===== config.mk =====
export PLATFORM = sky130hd
export DESIGN_NAME = pixel_hue_replace
export DESIGN_NICKNAME = d
export VERILOG_FILES = /design/src/rtl/phr_pkg.sv /design/src/rtl/phr_hue_cfg.sv /design/src/rtl/pixel_hue_replace.sv
export SDC_FILE = /design/constraint.sdc
export NUM_CORES = 1
export LEC_CHECK = 0
export ABC_AREA = 0
export BUFFER_PORTS_ARGS = -buffer_cell sky130_fd_sc_hd__buf_2
export CORE_ASPECT_RATIO = 0.5
export CORE_MARGIN = 3
export CORE_UTILIZATION = 24
export DETAILED_ROUTE_END_ITERATION = 16
export SYNTH_ARGS = -nofsm -noshare
export SYNTH_HDL_FRONTEND = slang
export SYNTH_HIERARCHICAL = 1
export SYNTH_SLANG_ARGS = --single-unit

===== constraint.sdc =====
create_clock -name clk_i -period 15.4 [get_ports clk_i]
set_clock_uncertainty 0.2 [all_clocks]
set_input_delay 3.85 -clock clk_i [delete_from_list [all_inputs] [get_ports clk_i]]
set_output_delay 3.85 -clock clk_i [all_outputs]
set_load 0.005 [all_outputs]

===== src/rtl/phr_pkg.sv =====
// Package for the pixel hue replacement block: pixel payload types,
// hue sector codes and the fixed constants of the divide-by-60 step.
// No dependencies.
`timescale 1ns / 1ps

package phr_pkg;

  typedef struct packed {
    logic [7:0] in_red;
    logic [7:0] in_green;
    logic [7:0] in_blue;
  } in_pixel_t;

  typedef struct packed {
    logic [7:0] out_red;
    logic [7:0] out_green;
    logic [7:0] out_blue;
  } out_pixel_t;

  // One code per 60 degree slice of the color wheel.
  typedef enum logic [2:0] {
    SEC_RED_YELLOW   = 3'd0,
    SEC_YELLOW_GREEN = 3'd1,
    SEC_GREEN_CYAN   = 3'd2,
    SEC_CYAN_BLUE    = 3'd3,
    SEC_BLUE_MAGENTA = 3'd4,
    SEC_MAGENTA_RED  = 3'd5
  } sector_e;

  typedef struct packed {
    sector_e    sector;
    logic [5:0] rem;
  } hue_cfg_t;

  localparam int unsigned HueW         = 9;
  localparam int unsigned DegPerSector = 60;
  localparam int unsigned FullTurn     = 360;
  // floor(x / 60) == (x * Recip60) >> Recip60Shift for every x below 23831
  localparam int unsigned Recip60      = 17477;
  localparam int unsigned Recip60Shift = 20;

endpackage


===== src/rtl/phr_hue_cfg.sv =====
// Hue configuration register: folds the written hue into 0..359 and keeps
// it as sector code and remainder within the sector. Uses phr_pkg.
`timescale 1ns / 1ps

module phr_hue_cfg (
  input  logic                           clk_i,
  input  logic                           rst_ni,
  input  logic                           cfg_we_i,
  input  logic [phr_pkg::HueW-1:0]       cfg_data_i,
  output phr_pkg::hue_cfg_t              hue_cfg_o
);

  logic [phr_pkg::HueW-1:0] hue;
  phr_pkg::hue_cfg_t        hue_cfg_d;
  phr_pkg::hue_cfg_t        hue_cfg_q;

  always_comb begin
    if (cfg_data_i >= phr_pkg::HueW'(phr_pkg::FullTurn)) begin
      hue = cfg_data_i - phr_pkg::HueW'(phr_pkg::FullTurn);
    end else begin
      hue = cfg_data_i;
    end
    // pick the slice from the top down
    priority if (hue >= phr_pkg::HueW'(5 * phr_pkg::DegPerSector)) begin
      hue_cfg_d.sector = phr_pkg::SEC_MAGENTA_RED;
      hue_cfg_d.rem    = 6'(hue - phr_pkg::HueW'(5 * phr_pkg::DegPerSector));
    end else if (hue >= phr_pkg::HueW'(4 * phr_pkg::DegPerSector)) begin
      hue_cfg_d.sector = phr_pkg::SEC_BLUE_MAGENTA;
      hue_cfg_d.rem    = 6'(hue - phr_pkg::HueW'(4 * phr_pkg::DegPerSector));
    end else if (hue >= phr_pkg::HueW'(3 * phr_pkg::DegPerSector)) begin
      hue_cfg_d.sector = phr_pkg::SEC_CYAN_BLUE;
      hue_cfg_d.rem    = 6'(hue - phr_pkg::HueW'(3 * phr_pkg::DegPerSector));
    end else if (hue >= phr_pkg::HueW'(2 * phr_pkg::DegPerSector)) begin
      hue_cfg_d.sector = phr_pkg::SEC_GREEN_CYAN;
      hue_cfg_d.rem    = 6'(hue - phr_pkg::HueW'(2 * phr_pkg::DegPerSector));
    end else if (hue >= phr_pkg::HueW'(phr_pkg::DegPerSector)) begin
      hue_cfg_d.sector = phr_pkg::SEC_YELLOW_GREEN;
      hue_cfg_d.rem    = 6'(hue - phr_pkg::HueW'(phr_pkg::DegPerSector));
    end else begin
      hue_cfg_d.sector = phr_pkg::SEC_RED_YELLOW;
      hue_cfg_d.rem    = 6'(hue);
    end
  end

  always_ff @(posedge clk_i or negedge rst_ni) begin
    if (!rst_ni) begin
      hue_cfg_q.sector <= phr_pkg::SEC_RED_YELLOW;
      hue_cfg_q.rem    <= '0;
    end else if (cfg_we_i) begin
      hue_cfg_q <= hue_cfg_d;
    end
  end

  assign hue_cfg_o = hue_cfg_q;

endmodule


===== src/rtl/pixel_hue_replace.sv =====
// Top level of the pixel hue replacement block: four-stage pixel pipeline.
// Depends on phr_pkg and phr_hue_cfg.
`timescale 1ns / 1ps

// Channel  Direction  Handshake                Payload
// in       input      in_valid_i / in_stall_o  in_data_i  (in_red, in_green, in_blue)
// out      output     out_valid_o / out_stall_i out_data_o (out_red, out_green, out_blue)
// cfg      input      cfg_we_i                 cfg_data_i (target_hue)
//
// One pixel per clock while the output does not stall; an accepted pixel passes through each stage register in turn.
// Stages: max/min, sector products, divide by 60 via reciprocal multiplier,
// final subtract and channel placement into the output register.
// Each stage advances on its own, so bubbles close up while the output stalls.
// Reset clears the valid bits and sets the hue to 0; no clearing pass.

module pixel_hue_replace (
  input  logic                     clk_i,
  input  logic                     rst_ni,
  input  logic                     in_valid_i,
  output logic                     in_stall_o,
  input  phr_pkg::in_pixel_t       in_data_i,
  output logic                     out_valid_o,
  input  logic                     out_stall_i,
  output phr_pkg::out_pixel_t      out_data_o,
  input  logic                     cfg_we_i,
  input  logic [phr_pkg::HueW-1:0] cfg_data_i
);

  phr_pkg::hue_cfg_t hue_cfg;

  phr_hue_cfg u_hue_cfg (
    .clk_i      (clk_i),
    .rst_ni     (rst_ni),
    .cfg_we_i   (cfg_we_i),
    .cfg_data_i (cfg_data_i),
    .hue_cfg_o  (hue_cfg)
  );

  logic en1, en2, en3, en4;
  logic v1_q, v2_q, v3_q, v4_q;

  // stage payloads
  logic [7:0]  s1_mx_q, s1_mn_q, s1_d_q;
  logic [7:0]  s2_mx_q, s2_mn_q;
  logic [13:0] s2_pq_q, s2_pt_q;
  logic [7:0]  s3_mx_q, s3_mn_q, s3_cq_q, s3_ct_q;
  phr_pkg::out_pixel_t s4_q;

  logic [7:0]  mx_d, mn_d;
  logic [6:0]  rem_c;
  logic [13:0] xq, xt;
  logic [28:0] mq, mt;
  logic [7:0]  qv, tv;
  phr_pkg::out_pixel_t s4_d;

  assign en4 = !v4_q || !out_stall_i;
  assign en3 = !v3_q || en4;
  assign en2 = !v2_q || en3;
  assign en1 = !v1_q || en2;
  assign in_stall_o = !en1;

  always_comb begin
    mx_d = in_data_i.in_red;
    if (in_data_i.in_green > mx_d) mx_d = in_data_i.in_green;
    if (in_data_i.in_blue > mx_d)  mx_d = in_data_i.in_blue;
    mn_d = in_data_i.in_red;
    if (in_data_i.in_green < mn_d) mn_d = in_data_i.in_green;
    if (in_data_i.in_blue < mn_d)  mn_d = in_data_i.in_blue;
  end

  assign rem_c = 7'(phr_pkg::DegPerSector) - {1'b0, hue_cfg.rem};

  // ceil(n / 60) as floor((n + 59) / 60)
  assign xq = s2_pq_q + 14'(phr_pkg::DegPerSector - 1);
  assign xt = s2_pt_q + 14'(phr_pkg::DegPerSector - 1);
  assign mq = {15'd0, xq} * 29'(phr_pkg::Recip60);
  assign mt = {15'd0, xt} * 29'(phr_pkg::Recip60);

  assign qv = s3_mx_q - s3_cq_q;
  assign tv = s3_mx_q - s3_ct_q;

  always_comb begin
    unique case (hue_cfg.sector)
      phr_pkg::SEC_RED_YELLOW:   s4_d = '{out_red: s3_mx_q, out_green: tv,      out_blue: s3_mn_q};
      phr_pkg::SEC_YELLOW_GREEN: s4_d = '{out_red: qv,      out_green: s3_mx_q, out_blue: s3_mn_q};
      phr_pkg::SEC_GREEN_CYAN:   s4_d = '{out_red: s3_mn_q, out_green: s3_mx_q, out_blue: tv};
      phr_pkg::SEC_CYAN_BLUE:    s4_d = '{out_red: s3_mn_q, out_green: qv,      out_blue: s3_mx_q};
      phr_pkg::SEC_BLUE_MAGENTA: s4_d = '{out_red: tv,      out_green: s3_mn_q, out_blue: s3_mx_q};
      default:                   s4_d = '{out_red: s3_mx_q, out_green: s3_mn_q, out_blue: qv};
    endcase
  end

  always_ff @(posedge clk_i or negedge rst_ni) begin
    if (!rst_ni) begin
      v1_q <= 1'b0;
      v2_q <= 1'b0;
      v3_q <= 1'b0;
      v4_q <= 1'b0;
    end else begin
      if (en1) v1_q <= in_valid_i;
      if (en2) v2_q <= v1_q;
      if (en3) v3_q <= v2_q;
      if (en4) v4_q <= v3_q;
    end
  end

  always_ff @(posedge clk_i) begin
    if (en1) begin
      s1_mx_q <= mx_d;
      s1_mn_q <= mn_d;
      s1_d_q  <= mx_d - mn_d;
    end
    if (en2) begin
      s2_mx_q <= s1_mx_q;
      s2_mn_q <= s1_mn_q;
      s2_pq_q <= 14'({6'd0, s1_d_q} * {8'd0, hue_cfg.rem});
      s2_pt_q <= 14'({6'd0, s1_d_q} * {7'd0, rem_c});
    end
    if (en3) begin
      s3_mx_q <= s2_mx_q;
      s3_mn_q <= s2_mn_q;
      s3_cq_q <= mq[phr_pkg::Recip60Shift +: 8];
      s3_ct_q <= mt[phr_pkg::Recip60Shift +: 8];
    end
    if (en4) begin
      s4_q <= s4_d;
    end
  end

  assign out_valid_o = v4_q;
  assign out_data_o  = s4_q;

endmodule


==> results.py, run 1 <==
metrics = {
    "logic_synthesis": {
        "synth_flop_cell": "edfxtp_1",
        "synthTopCellsByCount": "ha_1, inv_1, nand2_1",
        "synth_most_common_cell": "ha_1",
        "syn_avg_cell_area_um2": 9.89,
        "async_flop_share": 0.0956,
        "synth-edff-count": 123,
        "yosysSeqAreaShare": 0.261,
        "synth.area.top_cells": "edfxtp_1, ha_1, fa_1",
        "yosys.area.top_type_share": 0.240,
        "yosysUniqueCellTypes": 84,
        "synth_top_area_cell": "edfxtp_1",
        "ys_warn_count": 6,
        "yosys_register_bits": 136,
        "syn_inst": 1555,
        "syn-cell-area_um2": 15400,
        "syn_nets": 1963,
    },
    "clock_tree": {
        "postCtsHoldBufs": 0,
        "root_buffer": "clkbuf_16",
        "cts_tree": "yes",
        "clk_pin_slew_ns": 0.06,
        "cts_num_sinks": 136,
        "cts-buffers-inserted": 17,
        "post-cts-setup-buffer-count": 0,
        "cts_max_level": 4,
        "cts_resized": 0,
        "clock_latency_ns": 0.44,
        "cts_buffer_depth": 2,
    },
    "min_path": {
        "hp-start": "s1_mn_q[4]$_DFFE_PN_",
        "hold_path.class": "reg -> reg",
    },
    "grt": {
        "grt_pass1_vias": 10900,
        "grt_max_degree": 45,
        "grt_pass1_wl_um": 56400,
        "met2_usage": 0.173,
        "grt_util_met3": 0.0141,
        "met1_usage": 0.145,
        "overflow": 0,
        "grt_usage": 0.104,
        "grt_antenna_before_repair": 0,
        "grt.busiest_layer": "met2",
    },
    "critical_path": {
        "crit_path_end_kind": "register",
        "crit_start": "in_data_i[21]",
        "required_ns": 15.39,
        "worstPathMaxFanout": 12,
        "cp-start-kind": "primary input",
        "setup.worst_path.class": "in -> reg",
        "crit_arrival_ns": 9.08,
        "r2r_start": "s2_pq_q[0]$_DFFE_PP_",
    },
    "timing": {
        "max-slew-margin-rel": 0.281,
        "setup_ws_ns": 6.31,
        "min_period_over_period": 0.590,
        "slew_violations": 0,
        "fmaxAchievable_ghz": 0.110,
        "worst_pin_slew_ns": 1.08,
        "rsz0062_at_grt": "false",
        "setup_violations": 0,
        "layout_min_cycle_time_ns": 9.09,
        "timing.hold.ws_ns": 0.218,
        "final-hold-violation-count": 0,
        "setup_tns_ns": 0,
    },
    "cells_and_area": {
        "syn_to_final_growth_pct": 11.8,
        "fin_nets": 2014,
        "fillers": 6531,
        "seq_area_um2": 4020,
        "drive_above_1_share": 0.0896,
        "multi_input_area_um2": 10300,
    },
    "die": {
        "ios": 64,
        "die-area_um2": 67300,
        "initial_utilization": 0.247,
        "core_area_um2": 62200,
        "rows": 64,
        "die_y_um": 185,
        "die_x_um": 364,
    },
    "place": {
        "preCtsSetupSlack_ns": 5.87,
        "dp_hpwl_um": 28300,
        "io_buffers": 63,
        "gp_congestion": 0.858,
    },
    "drt": {
        "drt_iter0_markers": 696,
        "ant_nets": 0,
        "drt-vias-per-instance": 4.48,
        "dr.pass1.iters": 5,
        "num_vias": 11000,
        "drc": 0,
        "wire_per_inst_um": 13.9,
        "routed_wl_um": 34000,
    },
    "job": {
        "cap_violations": 0,
    },
    "status": {
        "status": "finished clean",
    },
}
[cells by family after synthesis]
group                    Yosys count  synth area share
adder cells (fa/ha/maj)          370             0.348
AND/OR/NAND/NOR                  367             0.119
buffers and inverters            277            0.0696
AO/OA/AOI/OAI                    267             0.117
flip-flops                       136             0.261
XOR/XNOR                          83            0.0473
multiplexers                      55            0.0379
[flip-flops by register name (all words and copies together) (netlist names)]
register and cells:
out_data_o 24, s2_pq_q 14, s2_pt_q 13, u_hue_cfg/hue_cfg_o 9
s1_d_q 8, s1_mn_q 8, s1_mx_q 8, s2_mn_q 8
s2_mx_q 8, s3_cq_q 8, s3_ct_q 8, s3_mn_q 8
s3_mx_q 8, out_valid_o 1, v1_q 1, v2_q 1
v3_q 1
[cells in the final DEF (no fill, tap or decap), drive strengths merged, types with 7 or more instances in the layout]
cell type,n
a211oi,19
a21o,26
a21oi,61
and2,53
and3,16
buf,68
clkbuf,22
clkinv,7
dfrtp,13
edfxtp,123
fa,96
ha,274
inv,244
mux2,20
mux2i,35
nand2,136
nand2b,12
nand3,25
nand3b,8
nand4,13
nor2,57
nor2b,9
nor3,11
o211ai,13
o21a,10
o21ai,63
or2,7
xnor2,53
xor2,30
[critical path: stages]
cell      delay (ns)
buf_2           0.09
inv_1           0.05
ha_1            0.28
a21oi_1         0.07
o21ai_0         0.31
a21o_1          0.41
and2_1          0.48
nor2_1          0.08
a21oi_1         0.18
ha_1            0.28
a21o_1          0.18
a21oi_1         0.18
nand2b_1        0.10
o21ai_1         0.71
mux2_2          0.44
ha_1            0.27
nor2b_1         0.12
o21ai_0         0.18
a21boi_0        0.14
o21ai_0         0.23
a21oi_1         0.11
xor2_1          0.18
xnor2_1         0.14
[metal layers]
metal,part of all wire,vias to the layer above
met3,0.032,23
met2,0.45,148
met1,0.51,5271
li1,-,5518
met5,0,-
met4,0.0090,0
[path summary, 6_finish.rpt]
| kind | endpoint | slack, ns | cells after the start |
|---|---|---|---|
| setup / recovery | s1_d_q[7]$_DFFE_PN_ | 6.31 | 23 |
| hold / removal | s2_mn_q[4]$_DFFE_PP_ | 0.22 | 0 |
| setup reg to reg | s3_cq_q[4]$_DFFE_PP_ | 8.38 | 21 |
| hold reg to reg | s2_mn_q[4]$_DFFE_PP_ | 0.22 | 0 |
| max in group asynchronous | u_hue_cfg/hue_cfg_o[5]$_DFFE_PN0P_ | 11.68 | 1 |
| min in group asynchronous | v1_q$_DFFE_PN0N_ | 3.09 | 1 |
[final cells by class]
class,count,area share
inverter,241,0.0526
sequential,136,0.234
clock inverter,10,0.00459
timing repair buffer,68,0.0205
tap,825,0.0601
clock buffer,22,0.0295
antenna,1,0.000146
multi-input combinational,1142,0.599
[through the flow]
stage | cells | cell area, µm² | util
3_5_place_dp | 2412 | 16600 | 0.267
5_1_grt | 2444 | 17200 | 0.276
6_report | 2445 | 17200 | 0.276
4_1_cts | 2444 | 17200 | 0.276
3_3_place_gp | 2412 | 16600 | 0.267
2_1_floorplan | 1555 | 15400 | -
Power of run 1 is left out: the tool's default activity adds up to more than one toggle a clock period on the data nets, which glitch-free logic cannot reach.
==> run 2, diff against run 1 <==
==> constraint.sdc (replaced) <==
create_clock -name clk_i -period 9 [get_ports clk_i]
set_clock_uncertainty 0.2 [all_clocks]
set_input_delay 2.25 -clock clk_i [delete_from_list [all_inputs] [get_ports clk_i]]
set_output_delay 2.25 -clock clk_i [all_outputs]
set_load 0.005 [all_outputs]
==> run 2 against run 1 <==
Net effect: worst setup slack got worse by 4.5 ns; final cell count stayed put; utilization barely moved; critical path type unchanged; die area stayed put; sequential share of layout area about the same; highest routed layer unchanged; non-clock buffer count is 1 higher; clock-buffer cell count shrank 3; critical endpoint is now s1_d_q[6]$_DFFE_PN_.
==> results.py, run 2 (synthesized netlist as in run 1, its figures left out) <==
metrics = {
    "clock_tree": {
        "postCtsHoldBufs": 0,
        "post-cts-setup-buffer-count": 0,
        "cts-buffers-inserted": 17,
        "cts_tree": "yes",
        "cts_max_level": 4,
        "clk_pin_slew_ns": 0.06,
        "root_buffer": "clkbuf_16",
        "clock_latency_ns": 0.43,
        "cts_resized": 0,
        "cts_buffer_depth": 2,
        "cts_num_sinks": 136,
    },
    "cells_and_area": {
        "seq_area_um2": 4020,
        "final_cell_mix": "ha_1, inv_1, nand2_1, edfxtp_1, fa_1",
        "largest_reg_flops": 24,
        "fillers": 6451,
        "multi_input_area_um2": 10300,
        "final_common_cell": "ha_1",
        "syn_to_final_growth_pct": 11.6,
        "fin_nets": 2015,
        "stdcell_area_um2": 17200,
        "num_antenna_cells": 0,
        "drive_above_1_share": 0.0895,
    },
    "status": {
        "status": "finished clean",
    },
    "die": {
        "die-area_um2": 67300,
        "die_y_um": 185,
        "ios": 64,
        "die_x_um": 364,
        "initial_utilization": 0.247,
        "rows": 64,
        "core_area_um2": 62200,
    },
    "critical_path": {
        "ff2ff_path_depth": 21,
        "cp-start-kind": "primary input",
        "crit_path_end_kind": "register",
        "setup.worst_path.class": "in -> reg",
        "required_ns": 8.98,
        "crit_arrival_ns": 7.15,
        "worstPathMaxFanout": 13,
    },
    "grt": {
        "grt_pass1_vias": 10700,
        "grt_usage": 0.104,
        "grt_antenna_before_repair": 1,
        "grt_pass1_wl_um": 56400,
        "overflow": 0,
        "grt_max_degree": 45,
    },
    "timing": {
        "setup_tns_ns": 0,
        "fmaxAchievable_ghz": 0.139,
        "max-slew-margin-rel": 0.272,
        "setup_violations": 0,
        "layout_min_cycle_time_ns": 7.17,
        "slew_violations": 0,
        "rsz0062_at_grt": "false",
        "min_period_over_period": 0.797,
        "final-hold-violation-count": 0,
        "worst_pin_slew_ns": 1.09,
    },
    "place": {
        "io_buffers": 63,
        "gp_congestion": 0.857,
        "dp_hpwl_um": 28200,
        "dpl_cell_area_um2": 16600,
    },
    "job": {
        "cap_violations": 0,
    },
    "drt": {
        "drc": 0,
        "wire_per_inst_um": 13.9,
        "num_vias": 11000,
        "routed_wl_um": 33900,
        "drt_iter0_markers": 651,
        "dr.pass1.iters": 5,
        "ant_nets": 0,
        "drt-vias-per-instance": 4.49,
    },
    "min_path": {
        "holdPathStages": 0,
        "hold_path.class": "reg -> reg",
    },
}
[run 2: cell types whose count changed in the layout (fill, tap and decap cells not counted)]
cell / delta
bufinv_16: +1
inv_4: -2
clkbuf_8: -2
clkinv_4: -1
inv_6: +1
diode_2: -1
buf_4: +1
clkinvlp_4: +1
clkbuf_16: -2
clkinv_2: +3
clkbuf_1: +1
[run 2: per-stage QoR]
step | std cells | worst slack (ns) | hold slack [ns] | utilization
after global placement | 2413 | 1.53 | 0.204 | 0.267
after global routing | 2445 | 1.32 | 0.226 | 0.276
after CTS | 2445 | 1.88 | 0.214 | 0.276
after detailed placement | 2413 | 1.41 | 0.205 | 0.267
after floorplan | 1555 | 1.64 | 0.200 | -
final | 2445 | 1.83 | 0.215 | 0.276
[run 2: worst max-delay path: stages]
cell,delay [ns]
buf_2,0.12
ha_1,0.31
and3_1,0.20
a221o_1,0.38
a21o_1,0.35
mux2_2,0.35
inv_1,0.08
ha_1,0.23
a21o_1,0.18
a21o_1,0.17
a21o_1,0.20
a21oi_1,0.17
nand2_1,0.44
mux2_2,0.47
ha_1,0.22
fa_1,0.42
nor2b_1,0.13
o21ai_0,0.08
nand2b_1,0.11
a21o_1,0.12
a21oi_1,0.07
xnor2_1,0.13
[run 2: final cells by class]
class / count / share of cell area
inverter: 241 / 0.0527
tap: 825 / 0.0602
clock inverter: 13 / 0.00693
clock buffer: 19 / 0.0252
timing repair buffer: 69 / 0.0210
multi-input combinational: 1142 / 0.600
sequential: 136 / 0.234
[run 2: path summary, 6_finish.rpt]
| kind | start | end | slack [ns] |
|---|---|---|---|
| worst max-delay path | in_data_i[10] | s1_d_q[6]$_DFFE_PN_ | 1.83 |
| worst min-delay path | s1_mx_q[2]$_DFFE_PN_ | s2_mx_q[2]$_DFFE_PP_ | 0.22 |
| worst max register to register | s2_pq_q[0]$_DFFE_PP_ | s3_cq_q[4]$_DFFE_PP_ | 2.04 |
| worst min register to register | s1_mx_q[2]$_DFFE_PN_ | s2_mx_q[2]$_DFFE_PP_ | 0.22 |
| max in group asynchronous | rst_ni | u_hue_cfg/hue_cfg_o[5]$_DFFE_PN0P_ | 6.89 |
| min in group asynchronous | rst_ni | v1_q$_DFFE_PN0N_ | 1.49 |
[run 2: metal layers]
metal | routed length, µm | up-vias | global-route usage
met4 | 345 | 0 | 0.0265
li1 | - | 5517 | -
met2 | 15300 | 173 | 0.168
met5 | 0 | - | 0
met3 | 1180 | 27 | 0.0118
met1 | 17100 | 5255 | 0.149
Power of run 2 is left out for the same reason.
==> run 3, diff against run 2 <==
==> constraint.sdc (replaced) <==
create_clock -name clk_i -period 6.3 [get_ports clk_i]
set_clock_uncertainty 0.2 [all_clocks]
set_input_delay 1.575 -clock clk_i [delete_from_list [all_inputs] [get_ports clk_i]]
set_output_delay 1.575 -clock clk_i [all_outputs]
set_load 0.005 [all_outputs]
==> run 3 against run 2 <==
Net effect: sequential cell count did not move; critical path depth rose by 1; global-route usage barely moved; die area did not move; register-to-register slack got worse by 1.6 ns; non-clock buffer count rose by 63; final cell count rose by 2.5%; highest routed layer unchanged.
==> results.py, run 3 (synthesized netlist as in run 1, its figures left out) <==
metrics = {
    "timing": {
        "layout_min_cycle_time_ns": 5.95,
        "fmaxAchievable_ghz": 0.168,
        "min_period_over_period": 0.944,
        "slew_violations": 0,
        "setup_violations": 0,
        "final-hold-violation-count": 0,
        "worst_pin_slew_ns": 1.15,
        "setup_ws_ns": 0.353,
        "max-slew-margin-rel": 0.233,
    },
    "die": {
        "rows": 64,
        "die_x_um": 364,
        "core_area_um2": 62200,
        "initial_utilization": 0.247,
        "die-area_um2": 67300,
        "ios": 64,
        "die_y_um": 185,
    },
    "cells_and_area": {
        "syn_to_final_growth_pct": 15.4,
        "largest_reg_flops": 24,
        "drive_above_1_share": 0.130,
        "seq_area_um2": 4020,
        "fillers": 6497,
        "multi_input_area_um2": 10400,
        "num_antenna_cells": 0,
        "fin_nets": 2078,
        "final_cell_mix": "ha_1, inv_1, nand2_1, edfxtp_1, fa_1",
        "finalNonFillerCells": 2507,
        "final_common_cell": "ha_1",
        "final_core_util": 0.285,
    },
    "critical_path": {
        "cp-start-kind": "primary input",
        "critical-path-max-stage-delay_ns": 0.41,
        "crit_chain": "buf_2 -> inv_1 -> ha_1 -> and3_1 -> a221o_1 -> a21o_1 -> buf_4 -> mux2_2 -> inv_1 -> ha_1 -> and4_1 -> nand2_1 -> or3_1 -> nand2_1 -> mux2_2 -> ha_1 -> fa_1 -> nor2b_1 -> o21ai_0 -> nand2b_1 -> a21o_1 -> a21oi_1 -> xnor2_1",
        "ff2ff_path_depth": 22,
        "crit_path_end_kind": "register",
        "path_common_cell": "ha_1",
        "required_ns": 6.28,
        "crit_path_top_delay_cell": "fa_1",
        "worstPathMaxFanout": 5,
        "crit_arrival_ns": 5.93,
        "setup.worst_path.class": "in -> reg",
    },
    "clock_tree": {
        "cts_num_sinks": 136,
        "clk_pin_slew_ns": 0.06,
        "root_buffer": "clkbuf_16",
        "postCtsHoldBufs": 0,
        "clock_latency_ns": 0.43,
        "cts_buffer_depth": 2,
        "cts-buffers-inserted": 17,
        "cts_tree": "yes",
        "cts_max_level": 4,
    },
    "grt": {
        "grt_max_degree": 45,
        "overflow": 0,
        "grt_usage": 0.104,
        "grt_pass1_wl_um": 56600,
        "grt_antenna_before_repair": 0,
        "grt_pass1_vias": 11200,
    },
    "min_path": {
        "hold_path.class": "reg -> reg",
        "holdPathStages": 0,
    },
    "status": {
        "status": "finished clean",
    },
    "drt": {
        "routed_wl_um": 34300,
        "ant_nets": 0,
        "drt_iter0_markers": 593,
        "num_vias": 11200,
        "drc": 0,
        "wire_per_inst_um": 13.7,
        "dr.pass1.iters": 5,
        "drt-vias-per-instance": 4.47,
    },
    "place": {
        "io_buffers": 63,
        "place_inst": 2476,
        "gp_congestion": 0.849,
        "preCtsSetupSlack_ns": -0.103,
        "dp_hpwl_um": 28600,
    },
    "job": {
        "cap_violations": 0,
    },
}
-- run 3: stage by stage --
stage	cell area, µm²	hold WS [ns]	setup TNS (ns)
floorplan	15400	0.200	0
global placement	17100	0.204	-0.0545
detailed placement	17100	0.205	-0.196
CTS	17700	0.218	0
global route	17700	0.230	-0.0104
finish	17700	0.217	0
-- run 3: final cells by class --
type,count,area share
multi-input combinational,1142,0.584
sequential,136,0.227
tap,825,0.0582
clock buffer,17,0.0240
timing repair buffer,132,0.0470
clock inverter,14,0.00980
inverter,241,0.0510
-- run 3: worst paths after layout --
| kind | from | end | slack [ns] |
|---|---|---|---|
| max | in_data_i[18] | s1_d_q[6]$_DFFE_PN_ | 0.35 |
| min | s2_mx_q[7]$_DFFE_PP_ | s3_mx_q[7]$_DFFE_PP_ | 0.22 |
| max reg2reg | s2_pq_q[0]$_DFFE_PP_ | s3_cq_q[4]$_DFFE_PP_ | 0.43 |
| min reg2reg | s2_mx_q[7]$_DFFE_PP_ | s3_mx_q[7]$_DFFE_PP_ | 0.22 |
| max in group asynchronous | rst_ni | u_hue_cfg/hue_cfg_o[0]$_DFFE_PN0P_ | 4.85 |
| min in group asynchronous | rst_ni | v1_q$_DFFE_PN0N_ | 0.82 |
-- run 3: timing repair --
action	4_1_cts	5_1_grt
endpoints found under the setup margin	0	11
setup buffers	0	0
hold endpoints to repair	0	0
resized for setup	0	13
-- run 3: layer usage --
layer | vias to the layer above | global-route usage | part of all wire
met5 | - | 0 | 0
met4 | 0 | 0.0234 | 0.012
met3 | 22 | 0.0195 | 0.043
met2 | 207 | 0.173 | 0.45
met1 | 5334 | 0.140 | 0.49
li1 | 5644 | - | -
-- run 3: worst max-delay path: cells and delay by family --
family          cells  cell delay, ns
xor+xnor            1            0.13
mux                 2            0.59
fa+ha+maj           4            1.19
compound gates      5            0.91
simple gates        7            1.18
buf+inv             4            0.36
Power of run 3 is left out for the same reason.
